[src/sv/dnsqfb_pkg.sv]
// ----------------------------------------------------------------------------
// dnsqfb_pkg
// Shared constants and types of the DNS query frame builder.
// ----------------------------------------------------------------------------
package dnsqfb_pkg;

  localparam int unsigned NameBytes = 256;
  localparam int unsigned MaxLabel  = 63;
  localparam int unsigned HdrBytes  = 54;

  localparam int unsigned NlW = $clog2(NameBytes + 1);
  localparam int unsigned NaW = $clog2(NameBytes);
  localparam int unsigned LlW = 7;
  localparam int unsigned PW  = $clog2(HdrBytes + NameBytes + 4 + 1);

  localparam int unsigned CfgIdxW  = 3;
  localparam int unsigned CfgDataW = 48;

  typedef enum logic [CfgIdxW-1:0] {
    REG_DEST_MAC   = 3'd0,
    REG_SRC_MAC    = 3'd1,
    REG_SRC_IP     = 3'd2,
    REG_DST_IP     = 3'd3,
    REG_QUERY_TYPE = 3'd4
  } reg_idx_e;

  localparam logic [7:0]  DotChar      = 8'h2E;
  localparam logic [15:0] EtherTypeIp  = 16'h0800;
  localparam logic [7:0]  IpVerIhl     = 8'h45;
  localparam logic [7:0]  IpTtl        = 8'h40;
  localparam logic [7:0]  IpProtoUdp   = 8'd17;
  localparam logic [15:0] IpFlagsDf    = 16'h4000;
  localparam logic [15:0] UdpSrcPort   = 16'd54321;
  localparam logic [15:0] UdpDstPort   = 16'd53;
  localparam logic [15:0] DnsFlagsRd   = 16'h0100;
  localparam logic [15:0] DnsOne       = 16'h0001;
  localparam logic [15:0] QtypeReset   = 16'h0001;

  // ip_len = name_length + 45, udp_len = name_length + 25
  localparam logic [15:0] IpLenBase  = 16'd45;
  localparam logic [15:0] UdpLenBase = 16'd25;
  localparam logic [PW-1:0] TailBytes = PW'(HdrBytes + 1 + 4);

  typedef enum logic [5:0] {
    ST_IDLE = 6'b000001,
    ST_OPEN = 6'b000010,
    ST_CHAR = 6'b000100,
    ST_LEN  = 6'b001000,
    ST_CSUM = 6'b010000,
    ST_EMIT = 6'b100000
  } state_e;

endpackage

[src/sv/dns_query_frame_builder_unit.sv]
// ----------------------------------------------------------------------------
// dns_query_frame_builder_unit
// Builds an Ethernet/IPv4/UDP DNS query frame from a streamed domain name.
// ----------------------------------------------------------------------------
// Usage:
//  - Input channel (in_valid_i/in_ready_o): one name character per beat,
//    has_char_i qualifies the character, last_i closes the name. The
//    transaction id is taken from the first beat of each name.
//  - Each beat steps through accept, then label open, character
//    write and length-byte update, the last three each at most a single write on the name store
//    port. in_ready_o is high only while the sequencer is idle.
//  - On a last beat the IPv4 checksum is summed one 16-bit word a cycle
//    (10 adds plus 2 folds), then the frame is assembled one byte a cycle
//    unless a finished word waits on the output register, from header logic
//    and the name store read port, name_length + 59 bytes in 64-bit beats (up to 40).
//  - Output channel (out_valid_o/out_ready_i) has an output register; when
//    the receiver stalls, the byte that completes the next word waits on it.
//  - Config port: cfg_ready_o is always high; writes belong in idle time.
//  - Reset clears config (query type to 1) and the name state. The name
//    store itself is not cleared; only written entries are ever read.
// ----------------------------------------------------------------------------
module dns_query_frame_builder_unit (
  input  logic                            clk_i,
  input  logic                            rst_ni,
  input  logic                            cfg_valid_i,
  output logic                            cfg_ready_o,
  input  logic [dnsqfb_pkg::CfgIdxW-1:0]  cfg_index_i,
  input  logic [dnsqfb_pkg::CfgDataW-1:0] cfg_data_i,
  input  logic                            in_valid_i,
  output logic                            in_ready_o,
  input  logic [7:0]                      name_char_i,
  input  logic                            has_char_i,
  input  logic                            last_i,
  input  logic [15:0]                     transaction_id_i,
  output logic                            out_valid_o,
  input  logic                            out_ready_i,
  output logic [63:0]                     frame_word_o,
  output logic [3:0]                      byte_count_o,
  output logic                            last_word_o,
  output logic                            overflow_o
);
  import dnsqfb_pkg::*;

  // config registers
  logic [47:0] dest_mac_q, src_mac_q;
  logic [31:0] src_ip_q, dst_ip_q;
  logic [15:0] qtype_q;

  state_e state_q, state_d;

  // captured beat
  logic [7:0]  chr_q;
  logic        last_q;

  // name state
  logic [NlW-1:0] nl_q, nl_d;
  logic [NaW-1:0] ls_q, ls_d;
  logic [LlW-1:0] ll_q, ll_d;
  logic [15:0]    tx_q;
  logic           first_q, first_d;
  logic           drop_q, drop_d;

  // checksum sequencer
  logic [3:0]  ck_cnt_q;
  logic [19:0] acc_q;
  logic [15:0] ck_q;

  // emission
  logic [PW-1:0] p_q, p_d;
  logic [63:0]   wbuf_q;
  logic [7:0]    rd_q;

  // name store
  logic [7:0]     mem [NameBytes];
  logic           we;
  logic [NaW-1:0] waddr, raddr;
  logic [7:0]     wdata;

  logic in_acc, open, room0, out_free;

  assign cfg_ready_o = 1'b1;
  assign in_ready_o  = (state_q == ST_IDLE);
  assign in_acc      = in_valid_i && in_ready_o;
  assign open        = NlW'(ls_q) < nl_q;
  assign room0       = nl_q >= NlW'(NameBytes - 1);
  assign out_free    = !out_valid_o || out_ready_i;

  // config writes
  always_ff @(posedge clk_i or negedge rst_ni) begin
    if (!rst_ni) begin
      dest_mac_q <= '0;
      src_mac_q  <= '0;
      src_ip_q   <= '0;
      dst_ip_q   <= '0;
      qtype_q    <= QtypeReset;
    end else if (cfg_valid_i) begin
      unique case (cfg_index_i)
        REG_DEST_MAC:   dest_mac_q <= cfg_data_i[47:0];
        REG_SRC_MAC:    src_mac_q  <= cfg_data_i[47:0];
        REG_SRC_IP:     src_ip_q   <= cfg_data_i[31:0];
        REG_DST_IP:     dst_ip_q   <= cfg_data_i[31:0];
        REG_QUERY_TYPE: qtype_q    <= cfg_data_i[15:0];
        default: ;
      endcase
    end
  end

  // lengths
  logic [15:0] ip_len, udp_len;
  logic [PW-1:0] total, name_end;
  assign ip_len   = 16'(nl_q) + IpLenBase;
  assign udp_len  = 16'(nl_q) + UdpLenBase;
  assign total    = PW'(nl_q) + TailBytes;
  assign name_end = PW'(nl_q) + PW'(HdrBytes);

  // checksum operand, one word per step
  logic [15:0] ck_word;
  always_comb begin
    case (ck_cnt_q)
      4'd0:    ck_word = {IpVerIhl, 8'h00};
      4'd1:    ck_word = ip_len;
      4'd3:    ck_word = IpFlagsDf;
      4'd4:    ck_word = {IpTtl, IpProtoUdp};
      4'd6:    ck_word = src_ip_q[31:16];
      4'd7:    ck_word = src_ip_q[15:0];
      4'd8:    ck_word = dst_ip_q[31:16];
      4'd9:    ck_word = dst_ip_q[15:0];
      default: ck_word = 16'h0000;
    endcase
  end

  // header byte at position p
  logic [7:0] hdr_byte;
  always_comb begin
    case (p_q[5:0])
      6'd0:  hdr_byte = dest_mac_q[47:40];
      6'd1:  hdr_byte = dest_mac_q[39:32];
      6'd2:  hdr_byte = dest_mac_q[31:24];
      6'd3:  hdr_byte = dest_mac_q[23:16];
      6'd4:  hdr_byte = dest_mac_q[15:8];
      6'd5:  hdr_byte = dest_mac_q[7:0];
      6'd6:  hdr_byte = src_mac_q[47:40];
      6'd7:  hdr_byte = src_mac_q[39:32];
      6'd8:  hdr_byte = src_mac_q[31:24];
      6'd9:  hdr_byte = src_mac_q[23:16];
      6'd10: hdr_byte = src_mac_q[15:8];
      6'd11: hdr_byte = src_mac_q[7:0];
      6'd12: hdr_byte = EtherTypeIp[15:8];
      6'd13: hdr_byte = EtherTypeIp[7:0];
      6'd14: hdr_byte = IpVerIhl;
      6'd16: hdr_byte = ip_len[15:8];
      6'd17: hdr_byte = ip_len[7:0];
      6'd20: hdr_byte = IpFlagsDf[15:8];
      6'd21: hdr_byte = IpFlagsDf[7:0];
      6'd22: hdr_byte = IpTtl;
      6'd23: hdr_byte = IpProtoUdp;
      6'd24: hdr_byte = ck_q[15:8];
      6'd25: hdr_byte = ck_q[7:0];
      6'd26: hdr_byte = src_ip_q[31:24];
      6'd27: hdr_byte = src_ip_q[23:16];
      6'd28: hdr_byte = src_ip_q[15:8];
      6'd29: hdr_byte = src_ip_q[7:0];
      6'd30: hdr_byte = dst_ip_q[31:24];
      6'd31: hdr_byte = dst_ip_q[23:16];
      6'd32: hdr_byte = dst_ip_q[15:8];
      6'd33: hdr_byte = dst_ip_q[7:0];
      6'd34: hdr_byte = UdpSrcPort[15:8];
      6'd35: hdr_byte = UdpSrcPort[7:0];
      6'd36: hdr_byte = UdpDstPort[15:8];
      6'd37: hdr_byte = UdpDstPort[7:0];
      6'd38: hdr_byte = udp_len[15:8];
      6'd39: hdr_byte = udp_len[7:0];
      6'd42: hdr_byte = tx_q[15:8];
      6'd43: hdr_byte = tx_q[7:0];
      6'd44: hdr_byte = DnsFlagsRd[15:8];
      6'd45: hdr_byte = DnsFlagsRd[7:0];
      6'd46: hdr_byte = DnsOne[15:8];
      6'd47: hdr_byte = DnsOne[7:0];
      default: hdr_byte = 8'h00;
    endcase
  end

  // byte source: header, stored name, then terminator and question tail
  logic [7:0]    cur_byte;
  logic [PW-1:0] tail_off;
  assign tail_off = p_q - name_end;
  always_comb begin
    if (p_q < PW'(HdrBytes)) begin
      cur_byte = hdr_byte;
    end else if (p_q < name_end) begin
      cur_byte = rd_q;
    end else begin
      case (tail_off[2:0])
        3'd1:    cur_byte = qtype_q[15:8];
        3'd2:    cur_byte = qtype_q[7:0];
        3'd4:    cur_byte = DnsOne[7:0];
        default: cur_byte = 8'h00;
      endcase
    end
  end

  logic [63:0] word_new;
  logic        is_last_byte, word_done, adv;
  assign word_new     = wbuf_q | ({cur_byte, 56'h0} >> {p_q[2:0], 3'b000});
  assign is_last_byte = (p_q == total - PW'(1));
  assign word_done    = (p_q[2:0] == 3'd7) || is_last_byte;
  assign adv          = (state_q == ST_EMIT) && (!word_done || out_free);

  // sequencer
  always_comb begin
    state_d = state_q;
    nl_d    = nl_q;
    ls_d    = ls_q;
    ll_d    = ll_q;
    first_d = first_q;
    drop_d  = drop_q;
    we      = 1'b0;
    waddr   = nl_q[NaW-1:0];
    wdata   = 8'h00;
    p_d     = p_q;
    unique case (state_q)
      ST_IDLE: begin
        if (in_acc) begin
          first_d = 1'b0;
          if (has_char_i)  state_d = ST_OPEN;
          else if (last_i) state_d = ST_CSUM;
        end
      end
      ST_OPEN: begin
        state_d = last_q ? ST_CSUM : ST_IDLE;
        if (chr_q == DotChar) begin
          if (open) begin
            ls_d = nl_q[NaW-1:0];
            ll_d = '0;
          end else if (!room0) begin
            we   = 1'b1;
            nl_d = nl_q + NlW'(1);
            ls_d = NaW'(nl_q + NlW'(1));
            ll_d = '0;
          end else begin
            drop_d = 1'b1;
          end
        end else if (open) begin
          state_d = ST_CHAR;
        end else if (room0) begin
          drop_d = 1'b1;
        end else begin
          // open a new label with a zero length byte
          we      = 1'b1;
          ls_d    = nl_q[NaW-1:0];
          nl_d    = nl_q + NlW'(1);
          ll_d    = '0;
          state_d = ST_CHAR;
        end
      end
      ST_CHAR: begin
        if (ll_q >= LlW'(MaxLabel) || room0) begin
          drop_d  = 1'b1;
          state_d = last_q ? ST_CSUM : ST_IDLE;
        end else begin
          we      = 1'b1;
          wdata   = chr_q;
          nl_d    = nl_q + NlW'(1);
          ll_d    = ll_q + LlW'(1);
          state_d = ST_LEN;
        end
      end
      ST_LEN: begin
        we      = 1'b1;
        waddr   = ls_q;
        wdata   = 8'(ll_q);
        state_d = last_q ? ST_CSUM : ST_IDLE;
      end
      ST_CSUM: begin
        if (ck_cnt_q == 4'd11) begin
          state_d = ST_EMIT;
          p_d     = '0;
        end
      end
      ST_EMIT: begin
        if (adv) begin
          p_d = p_q + PW'(1);
          if (is_last_byte) begin
            state_d = ST_IDLE;
            nl_d    = '0;
            ls_d    = '0;
            ll_d    = '0;
            drop_d  = 1'b0;
            first_d = 1'b1;
          end
        end
      end
      default: state_d = ST_IDLE;
    endcase
  end

  logic [PW-1:0] ridx;
  assign ridx  = p_d - PW'(HdrBytes);
  assign raddr = ridx[NaW-1:0];

  always_ff @(posedge clk_i) begin
    if (we) mem[waddr] <= wdata;
    rd_q <= mem[raddr];
  end

  always_ff @(posedge clk_i) begin
    if (in_acc) begin
      chr_q  <= name_char_i;
      last_q <= last_i;
    end
  end

  always_ff @(posedge clk_i or negedge rst_ni) begin
    if (!rst_ni) begin
      state_q     <= ST_IDLE;
      nl_q        <= '0;
      ls_q        <= '0;
      ll_q        <= '0;
      tx_q        <= '0;
      first_q     <= 1'b1;
      drop_q      <= 1'b0;
      ck_cnt_q    <= '0;
      acc_q       <= '0;
      ck_q        <= '0;
      p_q         <= '0;
      wbuf_q      <= '0;
      out_valid_o <= 1'b0;
    end else begin
      state_q <= state_d;
      nl_q    <= nl_d;
      ls_q    <= ls_d;
      ll_q    <= ll_d;
      first_q <= first_d;
      drop_q  <= drop_d;
      p_q     <= p_d;
      if (in_acc && first_q) tx_q <= transaction_id_i;
      // checksum: ten adds, then two end-around folds
      if (state_q == ST_CSUM) begin
        ck_cnt_q <= ck_cnt_q + 4'd1;
        if (ck_cnt_q < 4'd10) begin
          acc_q <= acc_q + 20'(ck_word);
        end else if (ck_cnt_q == 4'd10) begin
          acc_q <= 20'(acc_q[19:16]) + 20'(acc_q[15:0]);
        end else begin
          ck_q <= ~(acc_q[15:0] + 16'(acc_q[16]));
        end
      end else begin
        ck_cnt_q <= '0;
        acc_q    <= '0;
      end
      // a finished word refills the output register in the cycle it drains
      if (adv && word_done) begin
        out_valid_o <= 1'b1;
      end else if (out_valid_o && out_ready_i) begin
        out_valid_o <= 1'b0;
      end
      if (adv) begin
        if (word_done) begin
          wbuf_q <= '0;
        end else begin
          wbuf_q <= word_new;
        end
      end
    end
  end

  // output payload register
  always_ff @(posedge clk_i) begin
    if (adv && word_done) begin
      frame_word_o <= word_new;
      byte_count_o <= 4'(p_q[2:0]) + 4'd1;
      last_word_o  <= is_last_byte;
      overflow_o   <= is_last_byte && drop_q;
    end
  end

  // checks
  a_nl_range: assert property (@(posedge clk_i) disable iff (!rst_ni)
    nl_q <= NlW'(NameBytes - 1))
    else $error("name length past store");
  a_ll_range: assert property (@(posedge clk_i) disable iff (!rst_ni)
    ll_q <= LlW'(MaxLabel))
    else $error("label length past limit");
  a_full_word: assert property (@(posedge clk_i) disable iff (!rst_ni)
    out_valid_o && !last_word_o |-> byte_count_o == 4'd8)
    else $error("short word before frame end");
  a_ready_idle: assert property (@(posedge clk_i) disable iff (!rst_ni)
    in_ready_o |-> !we && (state_q == ST_IDLE))
    else $error("input ready while busy");
  a_cnt_range: assert property (@(posedge clk_i) disable iff (!rst_ni)
    out_valid_o |-> byte_count_o != 4'd0 && byte_count_o <= 4'd8)
    else $error("bad byte count");

endmodule
[config.mk]
export PLATFORM = sky130hd
export DESIGN_NAME = dns_query_frame_builder_unit
export DESIGN_NICKNAME = d
export VERILOG_FILES = /design/src/sv/dnsqfb_pkg.sv /design/src/sv/dns_query_frame_builder_unit.sv
export SDC_FILE = /design/constraint.sdc
export NUM_CORES = 2
export LEC_CHECK = 0
export ABC_CLOCK_PERIOD_IN_PS = 14900
export BUFFER_PORTS_ARGS = -buffer_cell sky130_fd_sc_hd__buf_2
export CORE_UTILIZATION = 30
export DETAILED_ROUTE_END_ITERATION = 6
export GPL_ROUTABILITY_DRIVEN = 0
export PLACE_DENSITY_LB_ADDON = 0.25
export SLEW_MARGIN = 20
export SYNTH_ARGS = -nofsm -noshare
export SYNTH_HDL_FRONTEND = slang
export SYNTH_SLANG_ARGS = --single-unit
[constraint.sdc]
create_clock -name clk_i -period 14.9 [get_ports clk_i]
set_input_delay 2.98 -clock clk_i [delete_from_list [all_inputs] [get_ports clk_i]]
set_output_delay 2.98 -clock clk_i [all_outputs]
set_load 0.005 [all_outputs]
Word-level counts from Yosys, hierarchy flattened:

Memories as Yosys holds them, arrays and structs flattened. A register that Yosys moved wholly into a read port is not among the register bits.
Cells that the tools add are included.

* bits in registers: 417
* latch bits: 0
* bits in writable memories: 2048
* ROM bits: 0
* input port bits: 82
* output and inout bits: 73
* word-level logic and storage cells: 227
* memories: 1

* add/subtract/negate cells: 15
* multipliers: 0
* div/mod/pow operators: 0
* $lt $le $gt $ge: 6
* eq/ne operators: 75
* shift-type cells: 1
* muxes and demuxes: 68
* bitwise operators: 4
* reduce and logical (&&, ||, !) cells: 33

Memories
* mem: depth 256, width 8, read ports 1, clocked after Yosys merged registers in 1, write ports 1, RTL line dns_query_frame_builder_unit.sv:74 `logic [7:0] mem [NameBytes];`

Operators with widths (count)
* $pmux W8 S36: 1
* $pmux W16 S8: 1
* $mux W8: 11
* $eq A6 B5 Y1 const B: 14
* $eq A6 B6 Y1 const B: 12
* $mux W64: 1
* $or A64 B64 Y64: 1
* $shr A64 B6 Y64: 1
* $mux W9: 7
* $mux W20: 3
* $mux W7: 7
* $eq A6 B4 Y1 const B: 7
* $mux W6: 6
* $pmux W6 S6: 1
* $pmux W8 S2: 2
* $eq A6 B3 Y1 const B: 5
* $pmux W9 S3: 1
* $mux W5: 5
* $pmux W8 S3: 1
* $pmux W7 S3: 1
* $add A20 B16 Y20: 1
* $add A9 B1 Y9 const B: 2
* $add A9 B6 Y9 const B: 2
* $eq A6 B2 Y1 const B: 3
* 51 further kinds: 106

Longest topological paths before layout:

* depth in word-level cells: 10
* depth in mapped cells: 29
* mapped depth without buffers: 21

Worst setup path after synthesis:

No wires, ideal clock.

* path type: register to register
* from: register state_q[4]
* to: memory mem[0][4] (data pin)
* library setup time: 2189 ps
* arrival: 11085 ps
* data required time: 12711 ps
* slack: 1626 ps
* cell stages (with the launch flop): 6
* path buffers: 1
* period minus slack after synthesis: 13274 ps
* path through: dfrtp_1 nor3_1 and3b_1 nand2b_1 clkbuf_1 o21ai_0

* longest elaborated chain between the ends: 2
* elaborated cells between the ends (all ways): 3
* classes of those cells: 2 x eq/ne; 1 x mux

Ends and longest elaborated chain
* from (decl): RTL line dns_query_frame_builder_unit.sv:49 `state_e state_q, state_d;`
* from (signal assigned): RTL line dns_query_frame_builder_unit.sv:329 `state_q <= state_d;`
* $eq A6 B4 Y1 or $eq A6 B3 Y1 (tied branches): RTL line dns_query_frame_builder_unit.sv:221 `unique case (state_q)`
* $pmux W8 S2 *: RTL line dns_query_frame_builder_unit.sv:221
* net wdata[4]: RTL line dns_query_frame_builder_unit.sv:77 `logic [7:0] wdata;`
* to (decl): RTL line dns_query_frame_builder_unit.sv:74

Mark *: on every way through the listed nets, which the timed path passes. The rest lies on a longest branch.

Worst setup path in the final report:

* from: input out_ready_i
* to: register rd_q[2] (read register of mem)

* longest elaborated chain between the ends: 6

Ends and longest elaborated chain
* from (decl): RTL line dns_query_frame_builder_unit.sv:36 `input logic out_ready_i,`
* $logic_or A1 B1 Y1: RTL line dns_query_frame_builder_unit.sv:86 `assign out_free = !out_valid_o || out_ready_i;`
* $logic_or A1 B1 Y1: RTL line dns_query_frame_builder_unit.sv:207 `assign adv = (state_q == ST_EMIT) && (!word_done || out_free);`
* $logic_and A1 B1 Y1: RTL line dns_query_frame_builder_unit.sv:207
* $mux W9: RTL line dns_query_frame_builder_unit.sv:281 `if (adv) begin`
* $pmux W9 S2: RTL line dns_query_frame_builder_unit.sv:221
* $sub A8 B6 Y8: RTL line dns_query_frame_builder_unit.sv:298 `assign ridx = p_d - PW'(HdrBytes);`
* to (decl): RTL line dns_query_frame_builder_unit.sv:71 `logic [7:0] rd_q;`

No other way between the ends.
A chain may end at the register's enable or synchronous reset.

==> results_dict.tcl <==
set metrics [dict create \
    outcome "finished clean" \
    crit_end "rd_q[2]" \
    maxCapViolCount 0 \
    clock_skew_ns 0.0618 \
    io_buffers 153 \
    cp.arrival_ns 9.30 \
    grt_overflow 0 \
    hold_buffers 0 \
    timing_max_transition_violations_final 0 \
    hold_viol 0 \
    critPathLaunch "out_ready_i" \
    cp_data_required_time_ns 15.60 \
    clock-sinks 2473 \
    yosysWarnings 0 \
    synth_ff_type "edfxtp_1" \
    multi_input_area_um2 29300 \
    ant_nets 0 \
    pwr-share-seq_pct 50.9 \
    period_share_pct 57.7 \
    worst-setup-path-type "in -> reg" \
    synth_edf_count 2127 \
    cts_resized 0 \
    p_comb_share_pct 5.4 \
    synth_cells 8427 \
    leakagePower_nw 41.6 \
    grt_pass1_wl_um 476000 \
    cts_setup_buffers 0 \
    wl_um 326000 \
    vias 69600 \
    core_area_um2 346000 \
    cts_buffer_depth 4 \
    setup_slack_ns 6.31 \
    synth_cell_types 96 \
    track_usage_pct 18.2 \
    clkTransAtPathRegs_ns 0.06 \
    nFillCells 33800 \
    dr.pass1.iters 6 \
    fp.dieH_um 591 \
    start_util_pct 30.1 \
    synthArstFlopShare_pct 13.7 \
    synth_nets 8566 \
    swShare_pct 22.9 \
    synthesis.area_um2 104000 \
    grt_antenna_before_repair 15 \
    drc_errors 0 \
    setup_tns_ns 0 \
    worst_setup_path_start_kind "input pin" \
    reg2regPathDepth 19 \
    ir_drop_mv 0.0878 \
    grt_pass1_vias 67200 \
    worstMarginPinSlew_ns 1.22 \
    relSlewSlack_pct 18.8 \
    syn2layout_area_growth_pct 13.7 \
    cts-root-buf "clkbuf_16" \
    dr.first_iter.drc_count 7565 \
    cts_tree "done" \
    fin_area_um2 118000 \
    dp_hpwl_um 193000 \
    vias_per_cell 5.26 \
    cp-end-kind "register" \
    cts_max_level 5 \
    min_period_ns 8.59 \
    fmax_mhz 116 \
    min_path_type "reg -> reg" \
    crit_fanout 116 \
    r2r_end "rd_q[2]" \
    drive_gt1_share_pct 11.0 \
    die_w_um 591 \
    p_switching_mw 3.50 \
    dpl-instance-area_um2 110000 \
    cts_buffers 279 \
    grt_max_degree 185 \
    yosysSeqAreaShare_pct 69.6 \
    wire_per_inst_um 24.6 \
    place_ws_ns 5.43 \
    reg2reg_from "nl_q[2]" \
    hold_ws_ns 0.490 \
    dieArea_um2 350000 \
    r2r_setup_slack_ns 6.58 \
    p_int_mw 11.8 \
    register_area_um2 72500 \
    setup_viol 0 \
    avgSynthCellArea_um2 12.4 \
    clkPwrFrac_pct 43.6 \
    p_total_mw 15.3 \
    fin_nets 8576 \
    power_density_nw_per_um2 129 \
    clk-insertion-delay-late_ns 0.85 \
    ys_ff_latch 2473 \
    rows 216 \
    rsz0062_at_grt "false" \
    io_pins 155 \
]
==> worst max-delay path: stages <==
cell,delay [ns]
buf_2,0.14
nor2b_1,0.40
o32ai_1,0.20
a311oi_4,0.30
buf_4,0.62
inv_8,0.41
ha_4,0.35
xor2_4,0.15
buf_4,0.37
buf_4,0.60
buf_12,0.47
a311oi_1,0.15
o32ai_1,0.67
o31ai_1,0.33
a21oi_1,0.68
nor3_1,0.08
==> cells in the mapped netlist (all sizes together) (47+ instances only) <==
cell    count  area [um^2]
and3      221         1380
nor3       57          285
dfrtp     335         8380
o21ai     126          634
a311oi    243         2150
buf       314         1570
clkbuf    250          940
xnor2      56          498
a21o       65          488
mux2i      47          470
a22oi      75          563
ha         54          676
a31oi     126          803
nor2      429         1610
edfxtp   2127        63900
nand3     791         3960
mux2      194         2180
nand2    2244         8420
a21oi      95          475
==> registers in the layout, indices dropped and copies added, names as in the netlist, 9 cells and up <==
signal and count:
dest_mac_q 48, ck_q 16, qtype_q 16, p_q 9, dst_ip_q 32, src_mac_q 48
mem 2048, tx_q 16, src_ip_q 32, nl_q 9, acc_q 20, frame_word_o 64
wbuf_q 64
==> per-layer routing <==
metal / global-route usage (%) / wire [um] / vias up
met4: 5.66 / 10000 / 8
met3: 2.84 / 24500 / 513
li1: - / - / 31100
met1: 26.0 / 144000 / 35200
met5: 0 / 49 / -
met2: 28.2 / 147000 / 2778
==> through the flow <==
step,std cells,utilization [%]
2_1_floorplan,8427,-
3_3_place_gp,12700,31.7
3_5_place_dp,12700,31.7
4_1_cts,13200,34.2
5_1_grt,13200,34.2
6_report,13200,34.2
==> cells in the final DEF (no fill, tap or decap), types with 12 or more instances in the layout <==
master / netlist / layout
nand2_1: 2244 / 2237
bufinv_16: 0 / 20
o32ai_1: 31 / 31
ha_1: 54 / 53
nand3_1: 791 / 791
buf_2: 226 / 152
clkinv_2: 0 / 49
a311o_1: 12 / 12
o31ai_1: 41 / 40
buf_4: 17 / 121
nor2b_1: 18 / 17
mux2_2: 194 / 194
a21o_1: 65 / 65
clkbuf_1: 249 / 49
nor2_1: 429 / 422
nand4_1: 20 / 20
o21ai_0: 117 / 113
o2111ai_1: 43 / 43
buf_12: 0 / 16
dfrtp_1: 335 / 335
o21bai_1: 25 / 25
and3_1: 221 / 221
a22o_1: 40 / 35
clkinv_1: 3 / 58
a21oi_1: 95 / 95
a22oi_1: 75 / 75
or3_1: 13 / 13
xor2_1: 17 / 13
xnor2_1: 55 / 52
a31oi_1: 125 / 125
clkbuf_16: 0 / 285
a21boi_0: 29 / 29
inv_1: 37 / 36
and2_1: 17 / 16
mux2i_1: 47 / 47
nor3_1: 57 / 55
nand2b_1: 15 / 15
a221oi_1: 41 / 41
a311oi_1: 242 / 240
edfxtp_1: 2127 / 2127
==> power groups by stage <==
stage	Clock [mW]	Sequential [mW]	Combinational [mW]
floorplan	0	7.87	0.464
global placement	0	7.91	0.803
detailed placement	0	7.92	0.818
CTS	6.77	7.78	0.822
global route	7.02	7.80	0.888
finish	6.67	7.78	0.830
==> worst min path at each step <==
stage | cells after the start | startpoint | endpoint | slack (ns)
2_1_floorplan | 2 | ck_q[5] | ck_q[5] | 0.45
3_3_place_gp | 2 | wbuf_q[62] | wbuf_q[62] | 0.47
3_5_place_dp | 2 | wbuf_q[59] | wbuf_q[59] | 0.48
4_1_cts | 2 | wbuf_q[30] | wbuf_q[30] | 0.49
5_1_grt | 2 | wbuf_q[49] | wbuf_q[49] | 0.51
6_report | 2 | wbuf_q[59] | wbuf_q[59] | 0.49
==> cells by family after synthesis <==
| group | Yosys count | share of synthesized area (%) |
|---|---|---|
| muxes | 249 | 2.72 |
| adders and majority gates | 57 | 0.706 |
| buffers and inverters | 608 | 2.57 |
| AOI/OAI and AO/OA | 1087 | 7.86 |
| and+or+nand+nor | 3878 | 15.9 |
| other | 1 | 0.00360 |
| xor gates and xnor gates | 74 | 0.644 |
| DFF | 2473 | 69.6 |
==> area by class of cell <==
class,count,share of cell area [%]
clock buffer,340,6.24
sequential,2473,61.2
multi-input combinational,5346,24.7
antenna,7,0.0148
clock inverter,147,1.09
timing repair buffer,293,1.73
inverter,44,0.152
tap,4578,4.83
(Power assumes the default switching activity.)
